**src/hw/rtl/cpa_pkg.sv**
```systemverilog
package cpa_pkg;

    // per endpoint line state
    typedef enum logic [1:0] {
        EP_FREE      = 2'd0,
        EP_BUSY      = 2'd1,
        EP_IMPATIENT = 2'd2
    } t_ep_state;

    // input command codes
    localparam logic CMD_CALL = 1'b0;
    localparam logic CMD_HANG = 1'b1;

    // result status codes
    localparam logic [1:0] STAT_ORIGIN_BUSY = 2'd0;
    localparam logic [1:0] STAT_RETRY       = 2'd1;
    localparam logic [1:0] STAT_CONNECTED   = 2'd2;
    localparam logic [1:0] STAT_HUNG_UP     = 2'd3;

    localparam logic [6:0] BUSY_MAX     = 7'd127;
    localparam logic [6:0] ACTIVE_RESET = 7'd64;

    // control handed to each cell of the ring
    typedef struct packed {
        logic      shift;
        logic      wr_en;
        t_ep_state wr_data;
    } t_cell_ctrl;

endpackage

```
**src/hw/rtl/cpa_cell.sv**
```systemverilog
module cpa_cell (
    input  logic               i_clk,
    input  logic               i_rst_n,
    input  cpa_pkg::t_cell_ctrl i_ctrl,
    input  cpa_pkg::t_ep_state  i_next,
    output cpa_pkg::t_ep_state  o_state
);

    cpa_pkg::t_ep_state r_state;

    // direct write wins, otherwise take the neighbor's entry when the ring rotates
    always_ff @(posedge i_clk) begin
        if (!i_rst_n) begin
            r_state <= cpa_pkg::EP_FREE;
        end else if (i_ctrl.wr_en) begin
            r_state <= i_ctrl.wr_data;
        end else if (i_ctrl.shift) begin
            r_state <= i_next;
        end
    end

    assign o_state = r_state;

endmodule

```
**src/hw/rtl/call_pairing_allocator.sv**
```systemverilog
// flow: an input transfer moves the FSM from idle to scan, the endpoint ring makes
//   one full rotation past the head cell, and the finish state commits the writes
//   and registers the result, waiting while an earlier result still waits in the
//   output register; o_ready is high only in idle, so a new request is taken only
//   after the last one has finished
// reset: synchronous active-low; all endpoints free, busy count zero,
//   active_nodes 64, no result pending
module call_pairing_allocator #(
    parameter int MAX_NODES = 64
) (
    input  logic       i_clk,
    input  logic       i_rst_n,
    // configuration: active_nodes
    input  logic       i_cfg_we,
    input  logic [6:0] i_cfg_data,
    // request channel
    input  logic       i_valid,
    output logic       o_ready,
    input  logic       i_command,
    input  logic [5:0] i_origin_id,
    input  logic [5:0] i_callee_id,
    input  logic [5:0] i_free_rank,
    // result channel
    output logic       o_valid,
    input  logic       i_ready,
    output logic [1:0] o_status,
    output logic [5:0] o_partner_id,
    output logic       o_recall_partner
);

    // ring index width and a compare width that holds ids, counts and active_nodes
    localparam int IW = (MAX_NODES > 1) ? $clog2(MAX_NODES) : 1;
    localparam int NW = $clog2(MAX_NODES + 1);
    localparam int CW = (NW > 7) ? NW : 7;
    localparam logic [IW-1:0] LAST_PTR = IW'(MAX_NODES - 1);
    localparam logic [CW-1:0] NODES_CW = CW'(MAX_NODES);

    typedef enum logic [1:0] {
        S_IDLE,
        S_SCAN,
        S_FINISH
    } t_fsm;

    t_fsm                r_fsm;
    logic [IW-1:0]       r_ptr;        // logical index sitting in the head cell
    logic [6:0]          r_active_nodes;
    logic [6:0]          r_busy_count;

    // latched request
    logic                r_cmd;
    logic [CW-1:0]       r_origin;
    logic [CW-1:0]       r_callee;
    logic [CW-1:0]       r_rank;

    // scan token collected at the head cell
    logic [CW-1:0]       r_seen;
    logic [CW-1:0]       r_pick;
    logic                r_found;
    logic                r_exact;
    cpa_pkg::t_ep_state  r_org_st;
    cpa_pkg::t_ep_state  r_cal_st;

    // output register
    logic                r_out_valid;
    logic [1:0]          r_status;
    logic [5:0]          r_partner;
    logic                r_recall;

    cpa_pkg::t_ep_state  w_cell_state [MAX_NODES];
    cpa_pkg::t_cell_ctrl w_cell_ctrl  [MAX_NODES];

    logic [CW-1:0]       w_n;          // active_nodes clamped to 2..MAX_NODES
    logic [CW-1:0]       w_active_ext;
    logic [CW-1:0]       w_ptr_ext;
    cpa_pkg::t_ep_state  w_head;
    logic                w_elig;
    logic                w_go;

    // decision made in the finish cycle
    logic                w_origin_ok;
    logic                w_callee_ok;
    logic                w_room;
    logic                w_wa_en;
    logic                w_wb_en;
    cpa_pkg::t_ep_state  w_wa_data;
    cpa_pkg::t_ep_state  w_wb_data;
    logic [CW-1:0]       w_wb_idx;
    logic [1:0]          w_status;
    logic [5:0]          w_partner;
    logic                w_recall;
    logic [6:0]          n_busy_count;

    always_comb begin
        w_active_ext = CW'(r_active_nodes);
        if (w_active_ext < CW'(2)) begin
            w_n = CW'(2);
        end else if (w_active_ext > NODES_CW) begin
            w_n = NODES_CW;
        end else begin
            w_n = w_active_ext;
        end
    end

    // head cell: cell 0 holds logical index r_ptr during the rotation
    assign w_head    = w_cell_state[0];
    assign w_ptr_ext = CW'(r_ptr);
    assign w_elig    = (w_ptr_ext < w_n) && (w_ptr_ext != r_origin)
                       && (w_head == cpa_pkg::EP_FREE);

    // finish only when the output register is free or being emptied
    assign w_go = (r_fsm == S_FINISH) && (!r_out_valid || i_ready);

    always_comb begin
        w_origin_ok  = r_origin < NODES_CW;
        w_callee_ok  = r_callee < NODES_CW;
        // free count is n - 1 - busy; a partner needs it above zero
        w_room       = ({1'b0, CW'(r_busy_count)} + (CW + 1)'(1)) < {1'b0, w_n};
        w_wa_en      = 1'b0;
        w_wb_en      = 1'b0;
        w_wa_data    = cpa_pkg::EP_FREE;
        w_wb_data    = cpa_pkg::EP_FREE;
        w_wb_idx     = r_callee;
        w_status     = cpa_pkg::STAT_RETRY;
        w_partner    = 6'd0;
        w_recall     = 1'b0;
        n_busy_count = r_busy_count;
        if (r_cmd == cpa_pkg::CMD_CALL) begin
            if (!w_origin_ok) begin
                w_status = cpa_pkg::STAT_RETRY;
            end else if (r_org_st != cpa_pkg::EP_FREE) begin
                // caller already in a call: mark it impatient
                w_status  = cpa_pkg::STAT_ORIGIN_BUSY;
                w_wa_en   = 1'b1;
                w_wa_data = cpa_pkg::EP_IMPATIENT;
            end else if (!w_room || !r_found) begin
                w_status = cpa_pkg::STAT_RETRY;
            end else begin
                w_status  = cpa_pkg::STAT_CONNECTED;
                w_partner = r_pick[5:0];
                w_wa_en   = 1'b1;
                w_wa_data = cpa_pkg::EP_BUSY;
                w_wb_en   = 1'b1;
                w_wb_data = cpa_pkg::EP_BUSY;
                w_wb_idx  = r_pick;
                n_busy_count = (r_busy_count >= (cpa_pkg::BUSY_MAX - 7'd1))
                               ? cpa_pkg::BUSY_MAX : r_busy_count + 7'd2;
            end
        end else begin
            // hang-up: origin and callee are freed, and a self hang-up never recalls
            w_status = cpa_pkg::STAT_HUNG_UP;
            w_wa_en  = w_origin_ok;
            w_wb_en  = w_callee_ok;
            w_recall = w_callee_ok && (r_callee != r_origin)
                       && (r_cal_st == cpa_pkg::EP_IMPATIENT);
            n_busy_count = (r_busy_count >= 7'd2) ? r_busy_count - 7'd2 : 7'd0;
        end
    end

    // ring of endpoint cells, each passing its entry to the lower neighbor
    for (genvar k = 0; k < MAX_NODES; k++) begin : g_cell
        logic w_hit_a;
        logic w_hit_b;

        assign w_hit_a = w_wa_en && (r_origin == CW'(k));
        assign w_hit_b = w_wb_en && (w_wb_idx == CW'(k));

        assign w_cell_ctrl[k].shift   = (r_fsm == S_SCAN);
        assign w_cell_ctrl[k].wr_en   = w_go && (w_hit_a || w_hit_b);
        assign w_cell_ctrl[k].wr_data = w_hit_a ? w_wa_data : w_wb_data;

        cpa_cell u_cell (
            .i_clk   (i_clk),
            .i_rst_n (i_rst_n),
            .i_ctrl  (w_cell_ctrl[k]),
            .i_next  (w_cell_state[(k + 1) % MAX_NODES]),
            .o_state (w_cell_state[k])
        );
    end

    always_ff @(posedge i_clk) begin
        if (!i_rst_n) begin
            r_fsm          <= S_IDLE;
            r_ptr          <= '0;
            r_active_nodes <= cpa_pkg::ACTIVE_RESET;
            r_busy_count   <= 7'd0;
            r_out_valid    <= 1'b0;
        end else begin
            if (i_cfg_we) begin
                r_active_nodes <= i_cfg_data;
            end
            // result transfer empties the output register unless a new result lands
            if (r_out_valid && i_ready && !w_go) begin
                r_out_valid <= 1'b0;
            end
            unique case (r_fsm)
                S_IDLE: begin
                    if (i_valid) begin
                        r_cmd    <= i_command;
                        r_origin <= CW'(i_origin_id);
                        r_callee <= CW'(i_callee_id);
                        r_rank   <= CW'(i_free_rank);
                        r_seen   <= '0;
                        r_pick   <= '0;
                        r_found  <= 1'b0;
                        r_exact  <= 1'b0;
                        r_ptr    <= '0;
                        r_fsm    <= S_SCAN;
                    end
                end
                S_SCAN: begin
                    // rank search: keep the latest free entry until the exact rank hits
                    if (w_elig) begin
                        r_seen <= r_seen + CW'(1);
                        if (!r_exact) begin
                            r_pick  <= w_ptr_ext;
                            r_found <= 1'b1;
                            if (r_seen == r_rank) begin
                                r_exact <= 1'b1;
                            end
                        end
                    end
                    if (w_ptr_ext == r_origin) begin
                        r_org_st <= w_head;
                    end
                    if (w_ptr_ext == r_callee) begin
                        r_cal_st <= w_head;
                    end
                    // after a full rotation every cell is back at its own index
                    if (r_ptr == LAST_PTR) begin
                        r_ptr <= '0;
                        r_fsm <= S_FINISH;
                    end else begin
                        r_ptr <= r_ptr + IW'(1);
                    end
                end
                S_FINISH: begin
                    if (w_go) begin
                        r_busy_count <= n_busy_count;
                        r_status     <= w_status;
                        r_partner    <= w_partner;
                        r_recall     <= w_recall;
                        r_out_valid  <= 1'b1;
                        r_fsm        <= S_IDLE;
                    end
                end
                default: begin
                    r_fsm <= S_IDLE;
                end
            endcase
        end
    end

    assign o_ready          = (r_fsm == S_IDLE);
    assign o_valid          = r_out_valid;
    assign o_status         = r_status;
    assign o_partner_id     = r_partner;
    assign o_recall_partner = r_recall;

endmodule

```
**config.mk**
```make
export PLATFORM = sky130hd
export DESIGN_NAME = call_pairing_allocator
export DESIGN_NICKNAME = d
export VERILOG_FILES = /design/src/hw/rtl/cpa_pkg.sv /design/src/hw/rtl/cpa_cell.sv /design/src/hw/rtl/call_pairing_allocator.sv
export SDC_FILE = /design/constraint.sdc
export NUM_CORES = 1
export LEC_CHECK = 0
export BUFFER_PORTS_ARGS = -buffer_cell sky130_fd_sc_hd__buf_2
export CAP_MARGIN = 10
export CORE_AREA = 5 5 168 170
export CTS_BUF_LIST = sky130_fd_sc_hd__clkbuf_2 sky130_fd_sc_hd__clkbuf_4 sky130_fd_sc_hd__clkbuf_8
export CTS_CLUSTER_DIAMETER = 60
export CTS_CLUSTER_SIZE = 16
export DETAILED_ROUTE_END_ITERATION = 8
export DIE_AREA = 0 0 173 175
export PLACE_DENSITY = 0.65
export SLEW_MARGIN = 20
export SYNTH_ARGS = -nofsm -noshare
export SYNTH_HDL_FRONTEND = slang
export SYNTH_SLANG_ARGS = --single-unit
```
**constraint.sdc**
```tcl
create_clock -name i_clk -period 10.1 [get_ports i_clk]
set_clock_uncertainty 0.2 [all_clocks]
set_input_delay 1.01 -clock i_clk [delete_from_list [all_inputs] [get_ports i_clk]]
set_output_delay 1.01 -clock i_clk [all_outputs]
set_load 0.1 [all_outputs]
```
==> key figures <==
Yosys
  – Post-synthesis async set-or-reset flop share: 0
  – Top FF cell, synth: dfxtp_1
  – Multiplexer share of the synthesized area: 0.00540
  – Adder-cell area share of the yosys netlist: 0.0174
  – Mapped Cells: between 1500 and 2000
  – Compound-gate portion of the synthesized area: 0.328
  – Mean Syn Cell Area: ~7.7 um2
  – Simple-gate portion of the synthesized area: 0.236
  – Synth top area cells: dfxtp_1, edfxtp_1, nand2_1, o221ai_1, nor2_1
  – Post-synth design cell area: between 0.01 and 0.015 mm2
  – Synth top area share: 0.233
  – Xor-xnor portion of the synthesized cell area: 0.0230
  – Cell variety after synth: 70
  – Flop and latch count out of synthesis: 198
  – Main combinational cell family by area after synthesis: compound AO/OA/AOI/OAI gates
  – Warnings from Yosys: 0
  – Post-synth EDFFs: 47
  – Cell taking the most area after synthesis: dfxtp_1
  – Register area share after synthesis: 0.342
  – Syn_nets: approximately 1700

Setup path
  – Flop-to-flop setup slack: around 5400 ps
  – Critical Path AT: between 4000 and 5000 ps
  – Required time of the critical path: 10320 ps
  – Critical Path Max Stage Delay: 790 ps
  – CP Max Fanout: 28
  – Crit path buffers/inverters: 1
  – CP Cell Sequence: ha_1, nand2_1, xnor2_1, ha_1, a2111oi_0, a211o_1, o211a_1, buf_4, and4_1, o21a_1, a211oi_1, a2bb2oi_1
  – Reg2reg path depth: 12
  – Worst Path Class, Setup: reg -> reg
  – Critical path startpoint category: register
  – Crit path top cell by count: ha_1
  – CP delay by family, top: compound AO/OA/AOI/OAI gates
  – Setup crit end kind: register
  – Slowest cell on crit path: o21a_1
  – Cell count along the critical path: 12

GRT
  – Overflow after GRT: 0
  – Initial antenna violation count: 0
  – Vias in the first global route: ~12000
  – Tot GR Track Use: 0.295
  – First-pass GRT wire length: between 70 and 80 mm
  – Largest net degree at the start of global routing: 100

Route
  – DR vias/cell: 6.78
  – # DRC: 0
  – Via count: 13500
  – DR WL/cell: roughly 23 um
  – DRT iter0 DRCs: 1801
  – DRT antenna net count: 0
  – Total wire length: around 46 mm
  – First-pass DRT Iterations: 7

Place
  – Post-DP HPWL: slightly below 30 mm
  – Placed Instances: around 2000
  – Count of buffers from port buffering: ~40
  – Area after DPL: between 0.01 and 0.015 mm2
  – Placer Congestion: slightly below 1

Layout
  – Share of layout cells above drive strength 1: 0.0878
  – Number of diodes: 0
  – Fin area: around 0.014 mm2
  – Area Growth Syn to Fin: 6.14%
  – Fin nets: 1688
  – Non-filler cells, final: 1993

STA
  – Minimum clock period: around 4700 ps
  – Final worst path period share: 0.469
  – Unrepaired setup endpoints after global routing: no
  – Final TNS setup: 0 ps
  – Setup Viol. Count Final: 0
  – Tightest Pin Transition: ~1200 ps
  – Final hold vios: 0
  – Slew Viols, Final: 0
  – Max Fclk: around 210 MHz
  – Slew margin rel.: 0.170

CTS
  – Hold-fix buffers at CTS: 0
  – Worst skew pair latency: 520 ps
  – Clock buffer depth: 2
  – H-Tree Level Count: 4
  – Clock sink count: 198
  – Total CTS buffers: 17
  – Worst-path clk slew: between 100 and 150 ps
  – TritonCTS clock tree: yes
  – Setup bufs post-CTS: 0
  – Root buffer cell: clkbuf_8
  – Post-cts resize count: 0

Die
  – Die area: just over 0.03 mm2
  – Die W: 173 um
  – Height of the die: 175 um
  – Ports: 42
  – FP Rows: 60
  – Core ar.: about 0.027 mm2
  – Starting density of the core: 0.488

Pwr
  – Sw frac: 0.345
  – Clk pwr share: 0.340
  – Net Sw Power: a little under 600 uW
  – Combinational share of power: 0.152
  – Seq pwr share: 0.509
  – Worst vdd ir: approximately 0.075 mV
  – P_leak: around 4.4 nW
  – Total Power: between 1.5 and 2 mW
  – Int Power: roughly 1.1 mW
  – Cell Pwr Density: approximately 120 mW/mm2

Status
  – Outcome: finished, final reports clean

Job
  – Number of max-cap violations: 0

Min path
  – Worst Hold Path Cells: 2
  – Min-delay worst type: reg -> reg
logic make-up after synthesis:
kind of cell | Yosys count
AO/OA/AOI/OAI | 589
XOR/XNOR | 34
buffers and inverters | 152
flip-flops | 198
AND/OR/NAND/NOR | 690
multiplexers | 7
adder cells (fa/ha/maj) | 18
power by group through the flow:
stage          clock (mW)  combinational (mW)  sequential [mW]
3_5_place_dp            0               0.248            0.875
3_3_place_gp            0               0.245            0.875
2_1_floorplan           0               0.185            0.866
4_1_cts             0.571               0.249            0.858
6_report            0.574               0.256            0.859
5_1_grt             0.605               0.274            0.861
state kept, by name (all words and copies together) (netlist names):
name	count
g_cell.u_cell.o_state	128
r_active_nodes	7
r_busy_count	7
r_seen	7
o_partner_id	6
r_callee	6
r_origin	6
r_pick	6
r_ptr	6
r_rank	6
o_status	2
r_cal_st	2
r_fsm	2
r_org_st	2
o_recall_partner	1
o_valid	1
r_cmd	1
r_exact	1
r_found	1
area by class of cell:
type | instances | area [um2]
Multi-Input combinational cell | 1338 | 7990
Fill cell | 2611 | 12800
Clock buffer | 17 | 234
Sequential cell | 198 | 4430
Inverter | 12 | 47.5
Clock inverter | 15 | 194
Timing Repair Buffer | 72 | 440
Tap cell | 341 | 427
stage by stage:
stage	utilization	worst slack, ps	hold slack [ps]
final	0.518	5370	336
after CTS	0.518	5510	335
after floorplan	-	6380	269
after global routing	0.518	5170	363
after detailed placement	0.502	5570	310
after global placement	0.502	5720	306
metal layers:
layer | up-vias | wire (um) | GRT usage
met2 | 869 | 19800 | 0.442
met3 | 119 | 5300 | 0.0692
met1 | 6352 | 19600 | 0.416
met4 | 0 | 1670 | 0.104
li1 | 6174 | - | -
met5 | - | 0 | 0
placed cells by master (no fill, tap or decap), types with 16 or more instances in the layout:
cell type    n
a211oi_1    21
a21boi_0    30
a21oi_1     81
a22oi_1     46
a2bb2oi_1   31
and2_1      45
and3_1      16
buf_2       40
buf_4       32
clkbuf_8    17
dfxtp_1    151
edfxtp_1    47
ha_1        18
nand2_1    343
nand2b_1    17
nand3_1     46
nor2_1     141
nor2b_1     21
nor3_1      17
o211ai_1    36
o21ai_0     84
o221ai_1    96
o22ai_1     58
xnor2_1     22
cell usage after synthesis (9+ instances only):
cell / instances
nand2_1: 344
dfxtp_1: 151
nor2_1: 141
clkbuf_1: 105
o221ai_1: 96
o21ai_0: 87
a21oi_1: 84
o22ai_1: 58
edfxtp_1: 47
nand3_1: 47
a22oi_1: 46
and2_1: 45
o211ai_1: 36
a2bb2oi_1: 31
a21boi_0: 30
a211oi_1: 22
nor2b_1: 22
xnor2_1: 22
nor3_1: 20
nand2b_1: 19
ha_1: 18
and3_1: 16
buf_1: 16
o22a_1: 12
xor2_1: 12
a31oi_1: 11
a21o_1: 10
buf_2: 10
inv_1: 9
final timing paths:
| check | startpoint | to |
|---|---|---|
| worst max-delay path | r_busy_count[2] | g_cell[18].u_cell.o_state[1] |
| worst min-delay path | g_cell[22].u_cell.o_state[1] | g_cell[22].u_cell.o_state[1] |
| worst max register to register | r_busy_count[2] | g_cell[18].u_cell.o_state[1] |
| worst min register to register | g_cell[22].u_cell.o_state[1] | g_cell[22].u_cell.o_state[1] |
worst register-to-register path, cell delays in order, from the launching register on:
cell and delay (ps):
dfxtp_1 530, ha_1 370, nand2_1 110, xnor2_1 140, ha_1 340, a2111oi_0 470
a211o_1 200, o211a_1 140, buf_4 340, and4_1 610, o21a_1 790, a211oi_1 190
a2bb2oi_1 180
Note: power is estimated with default switching activity, not from simulation.
